==> src/rtl/core/point_to_box_border_hit_unit_assert.svh <==
`ifndef POINT_TO_BOX_BORDER_HIT_UNIT_ASSERT_SVH
`define POINT_TO_BOX_BORDER_HIT_UNIT_ASSERT_SVH

// Same-cycle implication, checked at every rising clock edge outside reset.
`define PBBH_ASSERT_NOW(lbl, clk, rst, ante, cons) \
   lbl: assert property (@(posedge clk) disable iff (rst) (ante) |-> (cons)) \
      else $error("pbbh check failed");

// Next-cycle implication, checked at every rising clock edge outside reset.
`define PBBH_ASSERT_NEXT(lbl, clk, rst, ante, cons) \
   lbl: assert property (@(posedge clk) disable iff (rst) (ante) |=> (cons)) \
      else $error("pbbh check failed");

`endif

==> src/rtl/core/pbbh_pkg.sv <==
package pbbh_pkg;

   localparam int COORD_BITS = 12;
   localparam int VW         = COORD_BITS + 1;
   localparam int PW         = 2 * COORD_BITS + 2;
   localparam int NUMW       = 2 * COORD_BITS + 3;
   localparam int NB         = 2 * COORD_BITS + 1;

   typedef enum logic [1:0] {
      SIDE_LEFT   = 2'd0,
      SIDE_RIGHT  = 2'd1,
      SIDE_TOP    = 2'd2,
      SIDE_BOTTOM = 2'd3
   } side_type;

   typedef struct packed {
      logic [COORD_BITS-1:0] point_x;
      logic [COORD_BITS-1:0] point_y;
      logic [COORD_BITS-1:0] box_left;
      logic [COORD_BITS-1:0] box_top;
      logic [COORD_BITS-1:0] box_right;
      logic [COORD_BITS-1:0] box_bottom;
   } req_item_type;

   typedef struct packed {
      side_type              side_crossed;
      logic [COORD_BITS-1:0] hit_x;
      logic [COORD_BITS-1:0] hit_y;
      logic                  inside_box;
   } rsp_item_type;

endpackage

==> src/rtl/core/point_to_box_border_hit_unit.sv <==
// Channel   Handshake          Payload                       Direction
// req_      start / busy       pbbh_pkg::req_item_type       in
// rsp_      rsp_valid strobe   pbbh_pkg::rsp_item_type       out
//
// One item is taken in every cycle; busy is high only while reset is high.
// Each result passes through registered stages A to E, the restoring divider with one
// quotient bit per stage, and the output register.
// Reset clears every valid bit, so items in flight are dropped.
// Results are shown for one cycle and the receiver cannot hold them off.
`include "point_to_box_border_hit_unit_assert.svh"

module point_to_box_border_hit_unit (
   input  logic                   clock,
   input  logic                   reset,
   input  logic                   start,
   output logic                   busy,
   input  pbbh_pkg::req_item_type req_item,
   output logic                   rsp_valid,
   output pbbh_pkg::rsp_item_type rsp_item
);

   localparam int CW   = pbbh_pkg::COORD_BITS;
   localparam int VW   = pbbh_pkg::VW;
   localparam int PW   = pbbh_pkg::PW;
   localparam int NUMW = pbbh_pkg::NUMW;
   localparam int NB   = pbbh_pkg::NB;

   typedef struct packed {
      logic [VW-1:0] dx;
      logic [VW-1:0] dy;
      logic [VW-1:0] w;
      logic [VW-1:0] h;
      logic [CW-1:0] ex;
      logic [CW-1:0] ey;
      logic [CW-1:0] px;
      logic [CW-1:0] py;
      logic [CW-1:0] bl;
      logic [CW-1:0] bt;
      logic [CW-1:0] br;
      logic [CW-1:0] bb;
      logic          in_box;
   } sa_type;

   typedef struct packed {
      logic [VW-1:0] dx;
      logic [VW-1:0] dy;
      logic [PW-1:0] pxh;
      logic [PW-1:0] pyw;
      logic [CW-1:0] px;
      logic [CW-1:0] py;
      logic [CW-1:0] bl;
      logic [CW-1:0] bt;
      logic [CW-1:0] br;
      logic [CW-1:0] bb;
      logic          in_box;
   } sb_type;

   typedef struct packed {
      pbbh_pkg::side_type side;
      logic               vert;
      logic [CW-1:0]      fix;
      logic               spec_en;
      logic [CW-1:0]      spec_val;
      logic               in_box;
   } tag_type;

   typedef struct packed {
      tag_type       tag;
      logic [VW-1:0] m1a;
      logic [VW-1:0] m1b;
      logic [VW-1:0] m2a;
      logic [VW-1:0] m2b;
      logic [VW-1:0] dv;
   } sc_type;

   typedef struct packed {
      tag_type       tag;
      logic [PW-1:0] p1;
      logic [PW-1:0] p2;
      logic [VW-1:0] dv;
   } sd_type;

   typedef struct packed {
      tag_type       tag;
      logic          neg;
      logic [CW-1:0] div_mag;
   } dtag_type;

   typedef struct packed {
      dtag_type      dtag;
      logic [NB-1:0] num_mag;
   } se_type;

   typedef struct packed {
      dtag_type      dtag;
      logic [CW-1:0] rem;
      logic [NB-1:0] nq;
   } dv_type;

   function automatic logic [VW-1:0] abs_v(input logic [VW-1:0] v);
      abs_v = v[VW-1] ? (~v + VW'(1)) : v;
   endfunction

   function automatic logic [CW-1:0] near_dist(input logic [CW-1:0] p,
                                               input logic [CW-1:0] lo,
                                               input logic [CW-1:0] hi);
      logic [VW-1:0] ma;
      logic [VW-1:0] mb;
      ma = abs_v({1'b0, p} - {1'b0, lo});
      mb = abs_v({1'b0, p} - {1'b0, hi});
      if (p >= lo && p <= hi) begin
         near_dist = '0;
      end else if (ma < mb) begin
         near_dist = ma[CW-1:0];
      end else begin
         near_dist = mb[CW-1:0];
      end
   endfunction

   logic          accept;
   logic [CW:0]   sum_x;
   logic [CW:0]   sum_y;

   logic          a_vld_ff;
   sa_type        a_ff;
   sa_type        a_in;
   logic          b_vld_ff;
   sb_type        b_ff;
   sb_type        b_in;
   logic          c_vld_ff;
   sc_type        c_ff;
   sc_type        c_in;
   logic          d_vld_ff;
   sd_type        d_ff;
   sd_type        d_in;
   logic          e_vld_ff;
   se_type        e_ff;
   se_type        e_in;
   logic [NUMW-1:0] e_num;
   logic [NUMW-1:0] e_abs;

   logic          dv_vld_ff [NB];
   dv_type        dv_ff     [NB];
   dv_type        dv_src    [NB];
   dv_type        dv_in     [NB];
   logic [CW:0]   dv_trial  [NB];
   logic [CW:0]   dv_diff   [NB];

   logic               rsp_valid_ff;
   pbbh_pkg::rsp_item_type rsp_item_ff;
   pbbh_pkg::rsp_item_type rsp_item_in;
   logic [CW-1:0]      f_q;
   logic [CW-1:0]      f_other;

   assign busy   = reset;
   assign accept = start && !busy;

   // Stage A: centre, offsets, box size and distance to the nearer border.
   always_comb begin
      sum_x     = {1'b0, req_item.box_left} + {1'b0, req_item.box_right};
      sum_y     = {1'b0, req_item.box_top} + {1'b0, req_item.box_bottom};
      a_in.dx   = {1'b0, sum_x[CW:1]} - {1'b0, req_item.point_x};
      a_in.dy   = {1'b0, sum_y[CW:1]} - {1'b0, req_item.point_y};
      a_in.w    = {1'b0, req_item.box_right} - {1'b0, req_item.box_left};
      a_in.h    = {1'b0, req_item.box_bottom} - {1'b0, req_item.box_top};
      a_in.ex   = near_dist(req_item.point_x, req_item.box_left, req_item.box_right);
      a_in.ey   = near_dist(req_item.point_y, req_item.box_top, req_item.box_bottom);
      a_in.px   = req_item.point_x;
      a_in.py   = req_item.point_y;
      a_in.bl   = req_item.box_left;
      a_in.bt   = req_item.box_top;
      a_in.br   = req_item.box_right;
      a_in.bb   = req_item.box_bottom;
      a_in.in_box = req_item.point_x >= req_item.box_left
                 && req_item.point_x <= req_item.box_right
                 && req_item.point_y >= req_item.box_top
                 && req_item.point_y <= req_item.box_bottom;
   end

   // Stage B: cross products that choose between vertical and horizontal sides.
   always_comb begin
      b_in.dx     = a_ff.dx;
      b_in.dy     = a_ff.dy;
      b_in.pxh    = PW'($signed({1'b0, a_ff.ex})) * PW'($signed(a_ff.h));
      b_in.pyw    = PW'($signed({1'b0, a_ff.ey})) * PW'($signed(a_ff.w));
      b_in.px     = a_ff.px;
      b_in.py     = a_ff.py;
      b_in.bl     = a_ff.bl;
      b_in.bt     = a_ff.bt;
      b_in.br     = a_ff.br;
      b_in.bb     = a_ff.bb;
      b_in.in_box = a_ff.in_box;
   end

   // Stage C: side, border coordinate, special cases and product operands.
   always_comb begin
      logic dx_pos;
      logic dy_pos;
      logic [CW-1:0] edge_sel;
      logic [CW-1:0] clamp_x;
      dx_pos = !b_ff.dx[VW-1] && b_ff.dx != '0;
      dy_pos = !b_ff.dy[VW-1] && b_ff.dy != '0;
      if (b_ff.px < b_ff.bl) begin
         clamp_x = b_ff.bl;
      end else if (b_ff.px > b_ff.br) begin
         clamp_x = b_ff.br;
      end else begin
         clamp_x = b_ff.px;
      end
      c_in.tag.in_box = b_ff.in_box;
      if ($signed(b_ff.pxh) > $signed(b_ff.pyw)) begin
         edge_sel            = dx_pos ? b_ff.bl : b_ff.br;
         c_in.tag.side       = dx_pos ? pbbh_pkg::SIDE_LEFT : pbbh_pkg::SIDE_RIGHT;
         c_in.tag.vert       = 1'b1;
         c_in.tag.fix        = edge_sel;
         c_in.tag.spec_en    = b_ff.dx == '0;
         c_in.tag.spec_val   = b_ff.py;
         c_in.m1a            = {1'b0, b_ff.py};
         c_in.m1b            = b_ff.dx;
         c_in.m2a            = {1'b0, edge_sel} - {1'b0, b_ff.px};
         c_in.m2b            = b_ff.dy;
         c_in.dv             = b_ff.dx;
      end else begin
         edge_sel            = dy_pos ? b_ff.bt : b_ff.bb;
         c_in.tag.side       = dy_pos ? pbbh_pkg::SIDE_TOP : pbbh_pkg::SIDE_BOTTOM;
         c_in.tag.vert       = 1'b0;
         c_in.tag.fix        = edge_sel;
         c_in.tag.spec_en    = b_ff.dy == '0 || b_ff.dx == '0;
         c_in.tag.spec_val   = (b_ff.dy == '0) ? clamp_x : b_ff.px;
         c_in.m1a            = {1'b0, b_ff.px};
         c_in.m1b            = b_ff.dy;
         c_in.m2a            = {1'b0, edge_sel} - {1'b0, b_ff.py};
         c_in.m2b            = b_ff.dx;
         c_in.dv             = b_ff.dy;
      end
      if (b_ff.in_box) begin
         c_in.tag.side     = pbbh_pkg::SIDE_LEFT;
         c_in.tag.vert     = 1'b1;
         c_in.tag.fix      = b_ff.px;
         c_in.tag.spec_en  = 1'b1;
         c_in.tag.spec_val = b_ff.py;
      end
   end

   // Stage D: the two products of the crossing numerator.
   always_comb begin
      d_in.tag = c_ff.tag;
      d_in.p1  = PW'($signed(c_ff.m1a)) * PW'($signed(c_ff.m1b));
      d_in.p2  = PW'($signed(c_ff.m2a)) * PW'($signed(c_ff.m2b));
      d_in.dv  = c_ff.dv;
   end

   // Stage E: numerator sum, signs and magnitudes for the divider.
   always_comb begin
      logic [VW-1:0] dv_abs;
      e_num  = NUMW'($signed(d_ff.p1)) + NUMW'($signed(d_ff.p2));
      e_abs  = e_num[NUMW-1] ? (~e_num + NUMW'(1)) : e_num;
      dv_abs = abs_v(d_ff.dv);
      e_in.dtag.tag     = d_ff.tag;
      e_in.dtag.neg     = e_num[NUMW-1] ^ d_ff.dv[VW-1];
      e_in.dtag.div_mag = dv_abs[CW-1:0];
      e_in.num_mag      = e_abs[NB-1:0];
   end

   // Restoring divider, one quotient bit per stage.
   always_comb begin
      dv_src[0].dtag = e_ff.dtag;
      dv_src[0].rem  = '0;
      dv_src[0].nq   = e_ff.num_mag;
      for (int k = 1; k < NB; k++) begin
         dv_src[k] = dv_ff[k-1];
      end
      for (int k = 0; k < NB; k++) begin
         dv_trial[k]   = {dv_src[k].rem, dv_src[k].nq[NB-1]};
         dv_diff[k]    = dv_trial[k] - {1'b0, dv_src[k].dtag.div_mag};
         dv_in[k].dtag = dv_src[k].dtag;
         if (dv_trial[k] >= {1'b0, dv_src[k].dtag.div_mag}) begin
            dv_in[k].rem = dv_diff[k][CW-1:0];
            dv_in[k].nq  = {dv_src[k].nq[NB-2:0], 1'b1};
         end else begin
            dv_in[k].rem = dv_trial[k][CW-1:0];
            dv_in[k].nq  = {dv_src[k].nq[NB-2:0], 1'b0};
         end
      end
   end

   // Output stage: sign of the quotient and placement of the coordinates.
   always_comb begin
      f_q     = dv_ff[NB-1].nq[CW-1:0];
      f_other = dv_ff[NB-1].dtag.tag.spec_en ? dv_ff[NB-1].dtag.tag.spec_val
              : (dv_ff[NB-1].dtag.neg ? (~f_q + CW'(1)) : f_q);
      rsp_item_in.side_crossed = dv_ff[NB-1].dtag.tag.side;
      rsp_item_in.inside_box   = dv_ff[NB-1].dtag.tag.in_box;
      if (dv_ff[NB-1].dtag.tag.vert) begin
         rsp_item_in.hit_x = dv_ff[NB-1].dtag.tag.fix;
         rsp_item_in.hit_y = f_other;
      end else begin
         rsp_item_in.hit_x = f_other;
         rsp_item_in.hit_y = dv_ff[NB-1].dtag.tag.fix;
      end
   end

   always_ff @(posedge clock) begin
      if (reset) begin
         a_vld_ff     <= 1'b0;
         b_vld_ff     <= 1'b0;
         c_vld_ff     <= 1'b0;
         d_vld_ff     <= 1'b0;
         e_vld_ff     <= 1'b0;
         rsp_valid_ff <= 1'b0;
         for (int k = 0; k < NB; k++) begin
            dv_vld_ff[k] <= 1'b0;
         end
      end else begin
         a_vld_ff     <= accept;
         b_vld_ff     <= a_vld_ff;
         c_vld_ff     <= b_vld_ff;
         d_vld_ff     <= c_vld_ff;
         e_vld_ff     <= d_vld_ff;
         dv_vld_ff[0] <= e_vld_ff;
         for (int k = 1; k < NB; k++) begin
            dv_vld_ff[k] <= dv_vld_ff[k-1];
         end
         rsp_valid_ff <= dv_vld_ff[NB-1];
      end
   end

   always_ff @(posedge clock) begin
      a_ff        <= a_in;
      b_ff        <= b_in;
      c_ff        <= c_in;
      d_ff        <= d_in;
      e_ff        <= e_in;
      for (int k = 0; k < NB; k++) begin
         dv_ff[k] <= dv_in[k];
      end
      rsp_item_ff <= rsp_item_in;
   end

   assign rsp_valid = rsp_valid_ff;
   assign rsp_item  = rsp_item_ff;

   `PBBH_ASSERT_NEXT(a_accept_enters, clock, reset, accept, a_vld_ff)
   `PBBH_ASSERT_NOW(a_inside_left, clock, reset, rsp_valid && rsp_item.inside_box,
      rsp_item.side_crossed == pbbh_pkg::SIDE_LEFT)
   `PBBH_ASSERT_NOW(a_divisor_nonzero, clock, reset,
      e_vld_ff && !e_ff.dtag.tag.spec_en, e_ff.dtag.div_mag != '0)
   `PBBH_ASSERT_NOW(a_latency, clock, reset, rsp_valid_ff, $past(e_vld_ff, NB + 1))

endmodule

==> config.mk <==
export PLATFORM = sky130hd
export DESIGN_NAME = point_to_box_border_hit_unit
export DESIGN_NICKNAME = d
export VERILOG_FILES = /design/src/rtl/core/pbbh_pkg.sv /design/src/rtl/core/point_to_box_border_hit_unit.sv
export VERILOG_INCLUDE_DIRS = /design/src /design/src/rtl/core
export SDC_FILE = /design/constraint.sdc
export NUM_CORES = 2
export LEC_CHECK = 0
export BUFFER_PORTS_ARGS = -buffer_cell sky130_fd_sc_hd__buf_2
export CAP_MARGIN = 20
export CORE_ASPECT_RATIO = 1.25
export CORE_MARGIN = 2
export CORE_UTILIZATION = 50
export DETAILED_ROUTE_END_ITERATION = 10
export HOLD_SLACK_MARGIN = 0.05
export PLACE_DENSITY = 0.65
export SLEW_MARGIN = 25
export SYNTH_ARGS = -nofsm -noshare
export SYNTH_HDL_FRONTEND = slang
export SYNTH_SLANG_ARGS = --single-unit
==> constraint.sdc <==
create_clock -name clock -period 17.8 [get_ports clock]
set_input_delay 1.78 -clock clock [delete_from_list [all_inputs] [get_ports clock]]
set_output_delay 1.78 -clock clock [all_outputs]
set_load 0.005 [all_outputs]
# Word level (Yosys, flattened, before mapping)
# Memory sizes are Yosys's and may differ from the RTL's. A register that Yosys moved wholly into a read port is not among the register bits.
# Index checks and enable logic that the tools add are counted.
totals:
  ramBits: 2000
  memories: 2
  wordCells: 269
  out_inout_bits: 29
  inputBits: 75
  reg_bits: 586
op_classes:
  reduce_logical: 15
  add_sub_neg: 45
  mul: 4
  magnitude_cmp: 34
  bitwise_logic: 33
  n_mux: 74
mem_list:
  columns: ["name", "words", "word_bits", "read_ports", "rd_clocked_by_memory_dff", "write_ports", "line", "rtl"]
  rows:
  - ["dv_ff", 25, 79, 25, 0, 25, "point_to_box_border_hit_unit.sv:143", "dv_type dv_ff [NB];"]
  - ["dv_vld_ff", 25, 1, 25, 1, 25, "point_to_box_border_hit_unit.sv:142", "logic dv_vld_ff [NB];"]
ops:
  columns: ["operator", "n"]
  rows:
  - ["$mux 37", 25]
  - ["$ge 13x12->1", 24]
  - ["$sub 12x12->12", 24]
  - ["$sub 12x12->13", 10]
  - ["$mux 12", 10]
  - ["$mul 13x13->26", 4]
  - ["$mux 64", 1]
  - ["$add 13x1->13 const B", 4]
  - ["$mux 13", 4]
  - ["$not 13->13", 4]
  - ["$mux 25", 2]
  - ["$mux 1", 30]
  - ["$mux 28", 1]
  - ["$add 26x26->27", 1]
  - ["$add 12x12->13", 2]
  - ["$gt 26x26->1", 1]
  - ["$logic_not 13->1", 2]
  - ["$lt 13x13->1", 2]
  - ["$reduce_bool 13->1", 2]
  - ["$add 25x1->25 const B", 1]
  - ["$not 25->25", 1]
  - ["$or 1x1->1", 25]
  - ["$add 12x1->12 const B", 2]
  - ["$ge 12x12->1", 2]
  - ["11 further kinds", 21]

# Logic depth before layout (Yosys ltp)
depth:
  ltp_word: 6
  depth_mapped: 25
  depth_no_buf: 24

# Least setup slack after synthesis
# OpenSTA, ideal clock, no wires.
synth_path:
  path_type: "flip-flop to flip-flop"
  start: "register a_ff[100] (netlist bit)"
  end: "register b_ff[123] (netlist bit)"
  setup_time_ns: 0.123
  path_slack_ns: 11.729
  path_buffers: 1
  path_stages_with_launch: 22
  synth_period_minus_slack_ns: 6.071
  arrival_ns: 5.947
  required_ns: 17.677
  path_cell_list: "dfxtp_1 > clkbuf_1 > and2_1 > fa_1 > inv_1 > fa_1 > inv_1 > fa_1 > fa_1 > fa_1 > ha_1 > ha_1 > o21a_1 > o21ai_0 > a21oi_1 > o21ai_1 > o2111ai_1 > a31o_2 > and4_1 > a2111oi_0 > a21oi_1 > xor2_1"
synth_lines:
  columns: ["element", "line", "rtl"]
  rows:
  - ["from (decl)", "point_to_box_border_hit_unit.sv:125", "sa_type a_ff;"]
  - ["from (signal assigned)", "point_to_box_border_hit_unit.sv:329", "a_ff <= a_in;"]
  - ["to (signal assigned)", "point_to_box_border_hit_unit.sv:330", "b_ff <= b_in;"]
  - ["to (decl)", "point_to_box_border_hit_unit.sv:128", "sb_type b_ff;"]

==> metrics.cfg <==
[outcome]
status=finished, final reports clean

[sta]
finalSetupViolCount=0
drv_slew=0
hold_violations=0
fin_skew_ns=0.0597
tns_ns=0
slew_headroom_pct=31.4
period_minus_slack_ns=6.65
worstMarginPinSlew_ns=1.02
rsz0062_at_grt=false
fmax_mhz=150
timing.final.crit_share_pct=37.4

[setup_path]
crit_slowest_cell=a2111oi_0
end_kind=flop
cp_slowest_stage_delay_ns=0.62
path_common_cell=fa_1
worstPathRequired_ns=18.51
path_cells=and2_1, fa_1, inv_1, fa_1, inv_1, fa_1, fa_1, fa_1, ha_1, ha_1, o21a_1, o21ai_0, a21oi_1, o21ai_1, o2111ai_1, a31o_2, and4_1, a2111oi_0, a21oi_1, xor2_1
startpoint_type=flop
cp_max_fo=13
crit_type=reg -> reg
cp_data_arrival_time_ns=7.36

[global_routing]
grt_busiest_layer=met2
grt_use_total_pct=20.6
antenna_found_initial=15
met2_usage_pct=37.1
grt_pass1_vias=62600
grt_max_degree=54
grt.overflow.total=0
grt_pass1_wl_um=329000
grtUsageMet1_pct=24.4
use_met3_pct=3.25

[place]
placedCellCount=11500
hpwlAfterDp_um=159000
placed_area_um2=101000
io_buffers=103
finalWeightedCongestion=0.911

[synthesis]
yosys-top-cells-area=dfxtp_1 (47%), ha_1 (11%), fa_1 (11%), inv_1 (4.4%), mux2_2 (2.8%)
postSynth.asyncResetShare_pct=0
syn_area_um2=98100
netlist.top_cell.by_area=dfxtp_1
synth_top_area_share_pct=47.0
yosys_warnings=0
seq_area_frac_synth_pct=47.0
syn_inst=9039
avgSynthCellArea_um2=10.9
ys_types=87
ys_ff_latch=2303
synth_nets=10500
ys.flop_type=dfxtp_1
synth_edf_count=0

[min_path]
worstHoldPathType=reg -> reg

[cells_and_area]
mostFrequentLayoutCells=dfxtp_1 (2303), inv_1 (1163), ha_1 (892)
stdcell_count=11900
final_common_cell=dfxtp_1
design_area_um2=109000
final_core_util_pct=56.0
layout.nets=10700
drive_above_1_share_pct=8.68
area_delta_synth_final_pct=11.1

[route]
ant_nets=0
dr.pass1.iters=6
viasPerCell=5.05
dr.first_iter.drc_count=2761
routed-via-count=60300
wirelength_um=205000
routedWlPerCell_um=17.2
drc_errors=0

[clock_tree]
hold_buffers=0
clock_tree.buffer_depth=3
postCtsSetupBuffers=0
clock_sink_count=2303
cts_resized=0
htreeDepth=4
root_buffer=clkbuf_16
cts_tree=built
clk_latency_ns=0.84
path_clk_slew_ns=0.06
numCtsBuffers=210

[die]
row_count=181
coreArea_um2=195000
die_y_um=499
dieArea_um2=200000
die-width_um=400
io_pins=104
initial_core_util_pct=50.4

[job]
cap_violations=0

==> cell usage after synthesis, types with 71 or more instances <==
cell type,n
nand2b_1,107
fa_1,528
clkbuf_1,154
o21a_1,75
inv_1,1163
mux2i_1,92
nor2_1,381
nor3_1,125
nand4_1,86
nand2_1,616
a211oi_1,71
xor2_1,104
mux2_2,246
and2_1,287
a21o_1,100
xnor2_1,315
a21oi_1,293
o21ai_0,263
ha_1,892
dfxtp_1,2303
nand3_1,78
nor2b_1,165
==> layer usage <==
layer,share of wire (%),wire (µm),up-vias
met5,0.065,132,-
met4,3.8,7870,20
met3,3.8,7860,420
met2,50,102000,1080
met1,42,86600,28900
li1,-,-,29900
==> cell families after synthesis <==
group,share of synthesized area [%]
XOR/XNOR,3.74
buffers and inverters,5.21
AND/OR/NAND/NOR,10.2
flip-flops,47.0
AO/OA/AOI/OAI,7.86
multiplexers,3.83
adder cells (fa/ha/maj),22.1
==> flip-flops by register name, summed over array words and instances, names as in the netlist, 25 cells and up <==
name and flops:
a_ff 149, dv_in 42, rsp_item 27, b_ff 151
d_ff 94, c_ff 80, dv_vld_ff 25, dv_ff 1704
dv_src 25
==> per-stage QoR <==
| step | setup WS [ns] | hold slack, ns |
|---|---|---|
| floorplan | 11.73 | 0.310 |
| CTS | 11.12 | 0.289 |
| global placement | 10.68 | 0.310 |
| global route | 10.68 | 0.292 |
| detailed placement | 10.75 | 0.312 |
| finish | 11.15 | 0.286 |
==> final timing paths <==
check	startpoint	endpoint	slack, ns	cells after the start
max reg2reg	a_ff[92]$_SDFF_PP0_	b_ff[123]$_DFF_P_	11.15	20
min reg2reg	dv_ff[1][366]$_DFF_P_	dv_ff[1][445]$_DFF_P_	0.29	0
max	a_ff[92]$_SDFF_PP0_	b_ff[123]$_DFF_P_	11.15	20
min	dv_ff[1][366]$_DFF_P_	dv_ff[1][445]$_DFF_P_	0.29	0
==> critical path, delay by kind of cell, from the launching register on <==
family / cells / cell delay [ns]
compound gates: 8 / 2.07
xor+xnor: 1 / 0.16
fa+ha+maj: 7 / 3.22
buf+inv: 2 / 0.13
flops: 1 / 0.50
simple gates: 2 / 0.45
==> area by class of cell <==
class                           count  area [µm²]
Antenna cell                        3        7.51
Clock buffer                      285        6080
Clock inverter                    112        1600
Fill cell                       16600       85800
Inverter                         1164        4370
Multi-Input combinational cell   5386       47000
Sequential cell                  2303       46100
Tap cell                         2562        3210
Timing Repair Buffer              115         606
Power is left out: the tool's default activity adds up to more than one toggle a clock period on the data nets, which glitch-free logic cannot reach.
